File: config.mk
export PLATFORM = sky130hd
export DESIGN_NAME = drive_p_control_slew_settle
export DESIGN_NICKNAME = d
export VERILOG_FILES = /design/src/hdl/dpcs_pkg.sv /design/src/hdl/dpcs_side.sv /design/src/hdl/dpcs_in_stage.sv /design/src/hdl/drive_p_control_slew_settle.sv
export SDC_FILE = /design/constraint.sdc
export NUM_CORES = 2
export LEC_CHECK = 0
export BUFFER_PORTS_ARGS = -buffer_cell sky130_fd_sc_hd__buf_4
export CORE_MARGIN = 10
export CORE_UTILIZATION = 40
export DETAILED_ROUTE_END_ITERATION = 8
export PLACE_DENSITY = 0.53
export SLEW_MARGIN = 20
export SYNTH_ARGS = -nofsm -noshare
export SYNTH_HDL_FRONTEND = slang
export SYNTH_SLANG_ARGS = --single-unit
File: constraint.sdc
create_clock -name clock -period 16.3 [get_ports clock]
set_clock_uncertainty 0.2 [all_clocks]
set_input_delay 4.89 -clock clock [delete_from_list [all_inputs] [get_ports clock]]
set_output_delay 4.89 -clock clock [all_outputs]
set_load 0.01 [all_outputs]
File: src/hdl/dpcs_pkg.sv
// Shared constants, widths and register indexes for the drive position controller.
`default_nettype none
package dpcs_pkg;

   localparam int GAIN_FRAC_BITS_DEF = 12;
   localparam int POS_WIDTH_DEF      = 20;

   localparam int SPEED_WIDTH = 8;
   localparam int GAIN_WIDTH  = 16;
   localparam int MAXSP_WIDTH = 7;
   localparam int RANGE_WIDTH = 16;
   localparam int STIME_WIDTH = 16;
   localparam int CNT_WIDTH   = 17;
   localparam int TICK_WIDTH  = 8;
   localparam int CSR_AWIDTH  = 3;

   localparam logic [GAIN_WIDTH-1:0]  GAIN_RST  = GAIN_WIDTH'(573);
   localparam logic [MAXSP_WIDTH-1:0] MAXSP_RST = MAXSP_WIDTH'(100);
   localparam logic [RANGE_WIDTH-1:0] RANGE_RST = RANGE_WIDTH'(10);
   localparam logic [STIME_WIDTH-1:0] STIME_RST = STIME_WIDTH'(300);

   typedef enum logic [CSR_AWIDTH-1:0] {
      REG_TARGET = 3'd0,
      REG_GAIN   = 3'd1,
      REG_MAXSP  = 3'd2,
      REG_RANGE  = 3'd3,
      REG_STIME  = 3'd4
   } csr_index_type;

   typedef enum logic {
      KIND_START = 1'b0,
      KIND_TICK  = 1'b1
   } item_kind_type;

endpackage
`default_nettype wire

File: src/hdl/dpcs_side.sv
// Speed update for one wheel side: slew-limited rise, truncated proportional term, clamp.
`default_nettype none
module dpcs_side #(
   parameter int GAIN_FRAC_BITS = dpcs_pkg::GAIN_FRAC_BITS_DEF,
   parameter int POS_WIDTH      = dpcs_pkg::POS_WIDTH_DEF
) (
   input  wire logic signed [dpcs_pkg::SPEED_WIDTH-1:0] speed_i,
   input  wire logic signed [POS_WIDTH:0]               err_i,
   input  wire logic        [dpcs_pkg::GAIN_WIDTH-1:0]  gain_i,
   input  wire logic        [dpcs_pkg::MAXSP_WIDTH-1:0] max_speed_i,
   output logic signed      [dpcs_pkg::SPEED_WIDTH-1:0] speed_o
);
   import dpcs_pkg::*;

   localparam int ERR_W  = POS_WIDTH + 1;
   localparam int PROD_W = ERR_W + GAIN_WIDTH + 1;
   localparam int Q_W    = PROD_W - GAIN_FRAC_BITS;

   logic signed [PROD_W-1:0]      prod;
   logic signed [PROD_W-1:0]      scaled;
   logic        [PROD_W-1:0]      mag;
   logic        [Q_W-1:0]         q;
   logic        [MAXSP_WIDTH-1:0] q_sel;
   logic signed [SPEED_WIDTH:0]   inc;
   logic signed [SPEED_WIDTH:0]   lim;
   logic signed [SPEED_WIDTH:0]   lim_neg;
   logic signed [SPEED_WIDTH:0]   mag_ext;

   always_comb begin
      prod    = PROD_W'(err_i) * PROD_W'($signed({1'b0, gain_i}));
      scaled  = PROD_W'(speed_i) <<< GAIN_FRAC_BITS;
      mag     = prod[PROD_W-1] ? $unsigned(-prod) : $unsigned(prod);
      q       = Q_W'(mag >> GAIN_FRAC_BITS);
      lim     = $signed({2'b00, max_speed_i});
      lim_neg = -lim;
      inc     = $signed({speed_i[SPEED_WIDTH-1], speed_i}) + $signed((SPEED_WIDTH+1)'(1));
      q_sel   = (q > Q_W'(max_speed_i)) ? max_speed_i : q[MAXSP_WIDTH-1:0];
      mag_ext = $signed({2'b00, q_sel});
      if (prod > scaled) begin
         if (inc > lim) begin
            speed_o = lim[SPEED_WIDTH-1:0];
         end else if (inc < lim_neg) begin
            speed_o = lim_neg[SPEED_WIDTH-1:0];
         end else begin
            speed_o = inc[SPEED_WIDTH-1:0];
         end
      end else if (prod[PROD_W-1]) begin
         speed_o = SPEED_WIDTH'(-mag_ext);
      end else begin
         speed_o = mag_ext[SPEED_WIDTH-1:0];
      end
   end

endmodule
`default_nettype wire

File: src/hdl/dpcs_in_stage.sv
// Input register stage: takes an item and stores both position errors against the target.
`default_nettype none
module dpcs_in_stage #(
   parameter int POS_WIDTH = dpcs_pkg::POS_WIDTH_DEF
) (
   input  wire logic                               clock,
   input  wire logic                               reset,
   input  wire logic                               in_valid_i,
   output logic                                    in_ready_o,
   input  wire logic                               kind_i,
   input  wire logic signed [POS_WIDTH-1:0]        left_pos_i,
   input  wire logic signed [POS_WIDTH-1:0]        right_pos_i,
   input  wire logic [dpcs_pkg::TICK_WIDTH-1:0]    tick_i,
   input  wire logic signed [POS_WIDTH-1:0]        target_i,
   input  wire logic                               take_i,
   output logic                                    valid_o,
   output logic                                    kind_o,
   output logic signed [POS_WIDTH:0]               lerr_o,
   output logic signed [POS_WIDTH:0]               rerr_o,
   output logic [dpcs_pkg::TICK_WIDTH-1:0]         tick_o
);
   import dpcs_pkg::*;

   logic                      valid_ff, valid_in;
   logic                      kind_ff;
   logic signed [POS_WIDTH:0] lerr_ff, rerr_ff;
   logic [TICK_WIDTH-1:0]     tick_ff;
   logic                      load;

   assign in_ready_o = !valid_ff || take_i;
   assign load       = in_valid_i && in_ready_o;
   assign valid_in   = load || (valid_ff && !take_i);

   always_ff @(posedge clock) begin
      if (reset) begin
         valid_ff <= 1'b0;
      end else begin
         valid_ff <= valid_in;
      end
   end

   always_ff @(posedge clock) begin
      if (load) begin
         kind_ff <= kind_i;
         lerr_ff <= (POS_WIDTH+1)'(target_i) - (POS_WIDTH+1)'(left_pos_i);
         rerr_ff <= (POS_WIDTH+1)'(target_i) - (POS_WIDTH+1)'(right_pos_i);
         tick_ff <= tick_i;
      end
   end

   assign valid_o = valid_ff;
   assign kind_o  = kind_ff;
   assign lerr_o  = lerr_ff;
   assign rerr_o  = rerr_ff;
   assign tick_o  = tick_ff;

endmodule
`default_nettype wire

File: src/hdl/drive_p_control_slew_settle.sv
// Top level of the two-sided proportional drive controller with slew limit and settle timer.
// Usage: each req item is a start (tuser 0) or a control tick (tuser 1) carrying both
// encoder positions and the milliseconds since the previous tick. Every item yields
// exactly one rsp item with both drive commands, the left error and the done flag.
// Configuration registers (target, gain, max speed, settle range, settle time) are
// written through the csr port while no item is in flight.
// From acceptance to rsp_tvalid an item passes one input register that forms
// the errors, then the speed, settle and done update into the result register.
// Throughput is one item per cycle while the receiver does not stall; the
// multiply-compare path of each side sets the clock period.
// When the receiver stalls, the result register holds and the input register still
// takes one more item; req_tready falls only when both registers are full.
// Reset clears the speeds, the settle counter, the done flag and both valid flags,
// and loads the configuration registers with their reset values.
`default_nettype none
module drive_p_control_slew_settle #(
   parameter int GAIN_FRAC_BITS = dpcs_pkg::GAIN_FRAC_BITS_DEF,
   parameter int POS_WIDTH      = dpcs_pkg::POS_WIDTH_DEF,
   parameter int REQ_DW         = ((2 * POS_WIDTH + dpcs_pkg::TICK_WIDTH + 7) / 8) * 8,
   parameter int RSP_DW         = ((POS_WIDTH + 2 * dpcs_pkg::SPEED_WIDTH + 2 + 7) / 8) * 8
) (
   input  wire logic                               clock,
   input  wire logic                               reset,
   input  wire logic                               req_tvalid,
   output logic                                    req_tready,
   // left_position, right_position, tick_ms, zero fill
   input  wire logic [REQ_DW-1:0]                  req_tdata,
   // kind
   input  wire logic                               req_tuser,
   output logic                                    rsp_tvalid,
   input  wire logic                               rsp_tready,
   // left_drive, right_drive, left_error, done_res, zero fill
   output logic [RSP_DW-1:0]                       rsp_tdata,
   input  wire logic                               csr_we,
   input  wire logic [dpcs_pkg::CSR_AWIDTH-1:0]    csr_addr,
   input  wire logic [POS_WIDTH-1:0]               csr_wdata
);
   import dpcs_pkg::*;

   localparam int RSP_USED = POS_WIDTH + 2 * SPEED_WIDTH + 2;
   localparam logic [CNT_WIDTH-1:0] CNT_MAX = {CNT_WIDTH{1'b1}};

   logic signed [POS_WIDTH-1:0]   target_ff;
   logic [GAIN_WIDTH-1:0]         gain_ff;
   logic [MAXSP_WIDTH-1:0]        maxsp_ff;
   logic [RANGE_WIDTH-1:0]        range_ff;
   logic [STIME_WIDTH-1:0]        stime_ff;

   logic signed [SPEED_WIDTH-1:0] lspeed_ff, lspeed_in, rspeed_ff, rspeed_in;
   logic [CNT_WIDTH-1:0]          count_ff, count_in;
   logic                          done_ff, done_in;

   logic                          rsp_valid_ff, rsp_valid_in;
   logic [RSP_USED-1:0]           rsp_data_ff, rsp_data_in;

   logic                          s1_valid, s1_kind, s1_take;
   logic signed [POS_WIDTH:0]     s1_lerr, s1_rerr;
   logic [TICK_WIDTH-1:0]         s1_tick;
   logic signed [SPEED_WIDTH-1:0] lspeed_new, rspeed_new;
   logic signed [SPEED_WIDTH-1:0] ldrive, rdrive;
   logic [CNT_WIDTH:0]            count_sum;
   logic [CNT_WIDTH-1:0]          count_sat;
   logic [POS_WIDTH:0]            lerr_mag;

   always_ff @(posedge clock) begin
      if (reset) begin
         target_ff <= '0;
         gain_ff   <= GAIN_RST;
         maxsp_ff  <= MAXSP_RST;
         range_ff  <= RANGE_RST;
         stime_ff  <= STIME_RST;
      end else if (csr_we) begin
         unique case (csr_addr)
            REG_TARGET: target_ff <= csr_wdata;
            REG_GAIN:   gain_ff   <= csr_wdata[GAIN_WIDTH-1:0];
            REG_MAXSP:  maxsp_ff  <= csr_wdata[MAXSP_WIDTH-1:0];
            REG_RANGE:  range_ff  <= csr_wdata[RANGE_WIDTH-1:0];
            REG_STIME:  stime_ff  <= csr_wdata[STIME_WIDTH-1:0];
            default: begin
            end
         endcase
      end
   end

   assign s1_take = s1_valid && (!rsp_valid_ff || rsp_tready);

   dpcs_in_stage #(.POS_WIDTH(POS_WIDTH)) u_in_stage (
      .clock       (clock),
      .reset       (reset),
      .in_valid_i  (req_tvalid),
      .in_ready_o  (req_tready),
      .kind_i      (req_tuser),
      .left_pos_i  (req_tdata[POS_WIDTH-1:0]),
      .right_pos_i (req_tdata[2*POS_WIDTH-1:POS_WIDTH]),
      .tick_i      (req_tdata[2*POS_WIDTH+TICK_WIDTH-1:2*POS_WIDTH]),
      .target_i    (target_ff),
      .take_i      (s1_take),
      .valid_o     (s1_valid),
      .kind_o      (s1_kind),
      .lerr_o      (s1_lerr),
      .rerr_o      (s1_rerr),
      .tick_o      (s1_tick)
   );

   dpcs_side #(.GAIN_FRAC_BITS(GAIN_FRAC_BITS), .POS_WIDTH(POS_WIDTH)) u_side_left (
      .speed_i     (lspeed_ff),
      .err_i       (s1_lerr),
      .gain_i      (gain_ff),
      .max_speed_i (maxsp_ff),
      .speed_o     (lspeed_new)
   );

   dpcs_side #(.GAIN_FRAC_BITS(GAIN_FRAC_BITS), .POS_WIDTH(POS_WIDTH)) u_side_right (
      .speed_i     (rspeed_ff),
      .err_i       (s1_rerr),
      .gain_i      (gain_ff),
      .max_speed_i (maxsp_ff),
      .speed_o     (rspeed_new)
   );

   always_comb begin
      count_sum = {1'b0, count_ff} + (CNT_WIDTH+1)'(s1_tick);
      count_sat = count_sum[CNT_WIDTH] ? CNT_MAX : count_sum[CNT_WIDTH-1:0];
      lerr_mag  = s1_lerr[POS_WIDTH] ? $unsigned(-s1_lerr) : $unsigned(s1_lerr);

      lspeed_in = lspeed_ff;
      rspeed_in = rspeed_ff;
      count_in  = count_ff;
      done_in   = done_ff;
      ldrive    = '0;
      rdrive    = '0;
      if (s1_kind == KIND_START) begin
         lspeed_in = '0;
         rspeed_in = '0;
         count_in  = '0;
         done_in   = 1'b0;
      end else if (!done_ff) begin
         lspeed_in = lspeed_new;
         rspeed_in = rspeed_new;
         count_in  = (lerr_mag > (POS_WIDTH+1)'(range_ff)) ? '0 : count_sat;
         done_in   = count_in > CNT_WIDTH'(stime_ff);
         if (!done_in) begin
            ldrive = lspeed_new;
            rdrive = rspeed_new;
         end
      end
      rsp_data_in  = {done_in, s1_lerr, rdrive, ldrive};
      rsp_valid_in = s1_take || (rsp_valid_ff && !rsp_tready);
   end

   always_ff @(posedge clock) begin
      if (reset) begin
         lspeed_ff    <= '0;
         rspeed_ff    <= '0;
         count_ff     <= '0;
         done_ff      <= 1'b0;
         rsp_valid_ff <= 1'b0;
      end else begin
         rsp_valid_ff <= rsp_valid_in;
         if (s1_take) begin
            lspeed_ff <= lspeed_in;
            rspeed_ff <= rspeed_in;
            count_ff  <= count_in;
            done_ff   <= done_in;
         end
      end
   end

   always_ff @(posedge clock) begin
      if (s1_take) begin
         rsp_data_ff <= rsp_data_in;
      end
   end

   assign rsp_tvalid = rsp_valid_ff;
   assign rsp_tdata  = RSP_DW'(rsp_data_ff);

   a_done_zero_drive: assert property (@(posedge clock) disable iff (reset)
      rsp_valid_ff && rsp_data_ff[RSP_USED-1] |-> rsp_data_ff[2*SPEED_WIDTH-1:0] == '0)
      else $error("done result carries a nonzero drive");

   a_hold_stage: assert property (@(posedge clock) disable iff (reset)
      s1_valid && rsp_valid_ff && !rsp_tready |=> s1_valid)
      else $error("input stage item dropped under stall");

   a_start_clears: assert property (@(posedge clock) disable iff (reset)
      s1_take && s1_kind == KIND_START |=> !done_ff && count_ff == '0)
      else $error("start item did not clear the settle state");

   a_ready_full: assert property (@(posedge clock) disable iff (reset)
      !req_tready |-> s1_valid && rsp_valid_ff)
      else $error("input stalled while a stage is free");

endmodule
`default_nettype wire
# --- Word level (Yosys, flattened, before mapping) ---
# Index checks and enable logic that the tools add are counted.
op_classes:
  add_sub_neg: 11
  n_mul: 2
  magnitude_cmp: 10
  n_eq_ne: 5
  muxes: 23
  bitwise_logic: 1
  reduce_logical: 20
op_table:
  columns: ["op", "count"]
  rows:
  - ["$mux W8", 12]
  - ["$gt A38 B20 Y1", 2]
  - ["$mul A21 B17 Y38", 2]
  - ["$mux W38", 2]
  - ["$neg A38 Y38", 2]
  - ["$mux W17", 4]
  - ["$gt A26 B7 Y1", 2]
  - ["$sub A20 B20 Y21", 2]
  - ["$gt A21 B16 Y1", 1]
  - ["$mux W21", 1]
  - ["$neg A21 Y21", 1]
  - ["$add A17 B8 Y18", 1]
  - ["$add A8 B2 Y9 const B", 2]
  - ["$gt A9 B8 Y1", 2]
  - ["$lt A9 B9 Y1", 2]
  - ["$gt A17 B16 Y1", 1]
  - ["$neg A7 Y8", 2]
  - ["$mux W7", 2]
  - ["$reduce_and A2 Y1", 6]
  - ["$neg A7 Y9", 1]
  - ["$eq A3 B2 Y1 const B", 2]
  - ["$logic_and A1 B1 Y1", 4]
  - ["$logic_not A1 Y1", 4]
  - ["$logic_or A1 B1 Y1", 4]
  - ["other kinds (7)", 8]
word_totals:
  register_bits: 200
  output_inout_bits: 42
  word_cells: 89

# --- Depth between registers and ports, before layout ---
depth:
  ltp_word: 10
  ltp_mapped: 41
  depth_no_buf: 37

# --- Cells and area by module ---
# From an unflattened synthesis, not the netlist that was laid out.
unflattened:
  hier_cells: 5026
  area_unflattened_um2: 42687.2
modules_own_cells:
  columns: ["module", "instances", "cells_per_inst", "area_each_um2"]
  rows:
  - ["dpcs_side (u_side_right)", 1, 1924, 15947.8]
  - ["dpcs_side (u_side_left)", 1, 1898, 15861.5]
  - ["drive_p_control_slew_settle", 1, 839, 7203.2]
  - ["dpcs_in_stage", 1, 365, 3674.8]

# --- Worst setup path after synthesis ---
# No wires, ideal clock.
synth_timing:
  path_type: "input -> output"
  start: "input port rsp_tready"
  end: "output port req_tready"
  arrival_ns: 5.187
  t_required_ns: 11.210
  setup_slack_ns: 6.023
  cell_stages: 2
  path_buffers: 0
  cell_sequence: "nor2b_1 -> nand2_1"
synth_between:
  elab_chain_len: 3
synth_rtl:
  columns: ["element", "line_no", "text"]
  rows:
  - ["from (decl)", "drive_p_control_slew_settle.sv:31", "input wire logic rsp_tready,"]
  - ["$logic_or A1 B1 Y1", "drive_p_control_slew_settle.sv:85", "assign s1_take = s1_valid && (!rsp_valid_ff || rsp_tready);"]
  - ["$logic_and A1 B1 Y1", "drive_p_control_slew_settle.sv:85", null]
  - ["$logic_or A1 B1 Y1", "dpcs_in_stage.sv:30", "assign in_ready_o = !valid_ff || take_i;"]
  - ["to (decl)", "drive_p_control_slew_settle.sv:25", "output logic req_tready,"]
# No other way between the ends.

# --- Worst setup path after layout ---
layout_timing:
  start: "register gain_ff[8]"
  end: "register rsp_data_ff[4], data pin"
layout_between:
  elab_chain_len: 8
  elab_cells_between_ends: 9
layout_rtl:
  columns: ["element", "line_no", "text"]
  rows:
  - ["from (decl)", "drive_p_control_slew_settle.sv:44", "logic [GAIN_WIDTH-1:0] gain_ff;"]
  - ["from (signal assigned)", "drive_p_control_slew_settle.sv:75", "REG_GAIN: gain_ff <= csr_wdata[GAIN_WIDTH-1:0];"]
  - ["$mul A21 B17 Y38 *", "dpcs_side.sv:30", "prod = PROD_W'(err_i) * PROD_W'($signed({1'b0, gain_i}));"]
  - ["$neg A38 Y38", "dpcs_side.sv:32", "mag = prod[PROD_W-1] ? $unsigned(-prod) : $unsigned(prod);"]
  - ["$mux W38", "dpcs_side.sv:32", null]
  - ["$gt A26 B7 Y1", "dpcs_side.sv:37", "q_sel = (q > Q_W'(max_speed_i)) ? max_speed_i : q[MAXSP_WIDTH-1:0];"]
  - ["$mux W7", "dpcs_side.sv:37", null]
  - ["$neg A7 Y8", "dpcs_side.sv:48", "speed_o = SPEED_WIDTH'(-mag_ext);"]
  - ["$mux W8", "dpcs_side.sv:47", "end else if (prod[PROD_W-1]) begin"]
  - ["$mux W8 *", "dpcs_side.sv:39", "if (prod > scaled) begin"]
  - ["to (signal assigned)", "drive_p_control_slew_settle.sv:171", "rsp_data_ff <= rsp_data_in;"]
  - ["to (decl)", "drive_p_control_slew_settle.sv:54", "logic [RSP_USED-1:0] rsp_data_ff, rsp_data_in;"]
# Mark *: on every way between the ends. The rest lies on a longest branch, timed or not.
# A chain may end at the register's enable or synchronous reset.

==> run summary <==
OUTCOME
----------------------------------------------------------------------------------------------------
Run status ............................................................................ finished clean

PLACED DESIGN
----------------------------------------------------------------------------------------------------
Port-buffer cells .....................................................................          116
Routability congestion estimate from global placement .................................        0.885
Worst-case setup slack after placement ................................................      4.75 ns
Post-DP HPWL .......................................................................... 96400 microns
Cell count after placement ............................................................         6201

FLOW RUN
----------------------------------------------------------------------------------------------------
MaxCap Viol Count .....................................................................            0

GLOBAL ROUTE
----------------------------------------------------------------------------------------------------
Overflow after GRT ....................................................................            0
Vias in the first global route ........................................................        34800
Pin count of the biggest net entering global routing ..................................           89
GR Util All Layers ....................................................................        21.3%
Wire length of the first global-routing pass .......................................... 197000 microns
Initial antenna violation count .......................................................            4

TIMING
----------------------------------------------------------------------------------------------------
Minimum clock period ..................................................................     11.64 ns
PnR worst setup slack .................................................................      4.66 ns
Highest achievable clock rate .........................................................     85.9 MHz
Slew Limit Headroom ...................................................................        23.7%
Final setup TNS .......................................................................         0 ns
Final slew viol count .................................................................            0
Slew at the pin closest to its max-slew limit .........................................      1.14 ns
Unrepaired setup endpoints after global routing .......................................           no
Final setup viols .....................................................................            0
Ratio of final minimum period to clock period .........................................        71.4%
Final number of hold-violating endpoints ..............................................            0
WHS ...................................................................................     0.261 ns

ROUTE
----------------------------------------------------------------------------------------------------
First drt pass iteration count ........................................................            7
Detailed-route vias per instance ......................................................         5.27
Routed Wire Length .................................................................... 122000 microns
Post-route DRC ........................................................................            0
Drt first-iter violations .............................................................         2179
Routed Antenna Nets ...................................................................            0
Vias ..................................................................................        32800
Routed length per instance ............................................................ 19.6 microns

LOGIC SYNTHESIS
----------------------------------------------------------------------------------------------------
Area of the mapped netlist ............................................................  41600 sq um
Adder-cell share of the synthesized area ..............................................        43.5%
Count of synthesis-stage warnings from yosys ..........................................            0
Most used flip-flop cell after synthesis .............................................. sky130_fd_sc_hd__dfxtp_1
Fraction of synthesized area in multiplexers ..........................................       0.800%
Post-synthesis compound-gate area fraction ............................................        11.4%
Number of cells produced by synthesis .................................................         4876
Number of synthesized register bits ...................................................          200
Count of unique library cells instantiated by Yosys ...................................          109
Area fraction in and, or, nand and nor cells after synthesis ..........................        18.4%
EDFF count, synth .....................................................................           89
Avg Inst Size Synth ...................................................................   8.53 sq um
Largest family of logic cells by synthesized area .....................................  adder cells
Register area share after synthesis ...................................................        11.8%
Xor/xnor share of the synthesized area ................................................        3.15%
Share of synthesized registers carrying an async set or reset .........................           0%

MIN PATH
----------------------------------------------------------------------------------------------------
Number of cells on the worst hold path ................................................            2
Hold WC Path Type ..................................................................... flip-flop to flip-flop

SETUP PATH
----------------------------------------------------------------------------------------------------
Startpoint class of the critical path .................................................    flip-flop
FF-to-FF path depth ...................................................................           35
Data required, critical path ..........................................................     16.36 ns
Crit Path Class ....................................................................... flip-flop to flip-flop
Critical-path maximum fanout ..........................................................           26
Slowest library cell on the worst path ................................................ sky130_fd_sc_hd__dfxtp_1
Critical path endpoint category .......................................................    flip-flop
CP Data Arrival Time ..................................................................     11.70 ns
Maximum single-stage delay on the critical path .......................................      0.87 ns
Cell mode on critical path ............................................................ sky130_fd_sc_hd__fa_1

FINAL LAYOUT
----------------------------------------------------------------------------------------------------
Post-route non-filler standard cell count .............................................         6233
Fraction of layout cells with a size suffix above 1 ...................................        5.32%
Most common cell after layout, fill and taps aside .................................... sky130_fd_sc_hd__inv_1
Fin nets ..............................................................................         5960
Layout overhead on the synthesized area ...............................................        6.39%
Ant. Diodes ...........................................................................            0
Most used cells in the layout excluding fill and tap cells ............................ 971 x sky130_fd_sc_hd__inv_1, 673 x sky130_fd_sc_hd__fa_1, 634 x sky130_fd_sc_hd__nand2_1

CLOCK TREE
----------------------------------------------------------------------------------------------------
Root buffer cell ...................................................................... sky130_fd_sc_hd__clkbuf_16
CTS HTree Levels ......................................................................            4
Maximum buffer depth of the clock tree ................................................            2
Post-CTS repair timing setup buffer count .............................................            0
Clock latency on the worst-skew pair ..................................................      0.51 ns
CTS tree ..............................................................................        built
Clock-pin slew reported for the worst setup and hold paths after clock tree synthesis .      0.09 ns
# resized after CTS ...................................................................            0
Total CTS buffers .....................................................................           17
Post-cts hold buffer count ............................................................            0
Number of sinks driven by the clock tree ..............................................          200

DIE
----------------------------------------------------------------------------------------------------
Num ports .............................................................................          119
Overall die width .....................................................................  343 microns
Area enclosed by the die boundary ..................................................... 117000 sq um
Die Y .................................................................................  343 microns
Initial core utilization ..............................................................        40.3%
Row cnt ...............................................................................          118
Core Box Area ......................................................................... 103000 sq um

per-stage QoR:
stage                     cell area [sq um]  utilization, %
after global routing                  44300            42.8
after CTS                             44300            42.8
after detailed placement              43600            42.2
after global placement                43600            42.2
final                                 44300            42.8
after floorplan                       41600               -
cell families after synthesis:
kind of cell / Yosys count
xor gates and xnor gates: 148
buffers and inverters: 1186
DFF: 200
and+or+nand+nor: 1549
AOI/OAI and AO/OA: 717
other: 1
muxes: 32
adders and majority gates: 1043
final timing paths:
check,slack (ns),startpoint,to
worst max-delay path,4.66,gain_ff[8]$_SDFFE_PP0P_,rsp_data_ff[4]$_SDFFCE_PP0P_
worst min-delay path,0.26,gain_ff[15]$_SDFFE_PP0P_,gain_ff[15]$_SDFFE_PP0P_
worst max register to register,4.66,gain_ff[8]$_SDFFE_PP0P_,rsp_data_ff[4]$_SDFFCE_PP0P_
worst min register to register,0.26,gain_ff[15]$_SDFFE_PP0P_,gain_ff[15]$_SDFFE_PP0P_
flip-flops by register name, indices dropped and copies added, names as in the netlist, 7 cells and up:
register and cells:
range_ff 16, count_ff 17, u_in_stage.lerr_o 21, maxsp_ff 7, stime_ff 16, target_ff 20, rspeed_ff 8, lspeed_ff 8
rsp_data_ff 38, gain_ff 16, u_in_stage.rerr_o 21, u_in_stage.tick_o 8
critical path, delay by kind of cell (launching register included):
kind                       cells  cell delay (ns)
AOI/OAI and AO/OA             12             2.28
xor gates and xnor gates       1             0.27
and+or+nand+nor                6             1.96
muxes                          1             0.21
DFF                            1             0.87
adders and majority gates      8             3.88
buffers and inverters          7             1.66
synth_stat cells, drive strengths merged (34+ instances only):
cell      n  area [sq um]
inv     973          3650
fa      673         13500
nand2   634          2380
ha      370          4630
and2    357          2240
a21oi   209          1050
clkbuf  196           776
nor2    189           709
o21ai   133           669
dfxtp   111          2220
xnor2   110           963
edfxtp   89          2670
nor3     66           335
o21a     64           480
nand3    59           295
a21o     43           327
xor2     37           324
nand4    34           213
cell type report:
| class | count | area [sq um] |
|---|---|---|
| inverter | 975 | 3660 |
| clock inverter | 15 | 203 |
| multi-input combinational | 3491 | 32200 |
| sequential | 200 | 4900 |
| tap | 1380 | 1730 |
| timing repair buffer | 155 | 1160 |
| fill | 10500 | 59100 |
| clock buffer | 17 | 425 |
routing by layer:
| layer | share of wire (%) | vias up | GRT usage [%] |
|---|---|---|---|
| met5 | 0 | - | 0 |
| met4 | 3.2 | 0 | 6.83 |
| met3 | 4.6 | 160 | 2.43 |
| met2 | 48 | 762 | 36.3 |
| met1 | 44 | 16500 | 28.0 |
| li1 | - | 15400 | - |
Power is not shown: default switching activity piles up to over one toggle a cycle in this logic, so the estimate is an artifact.
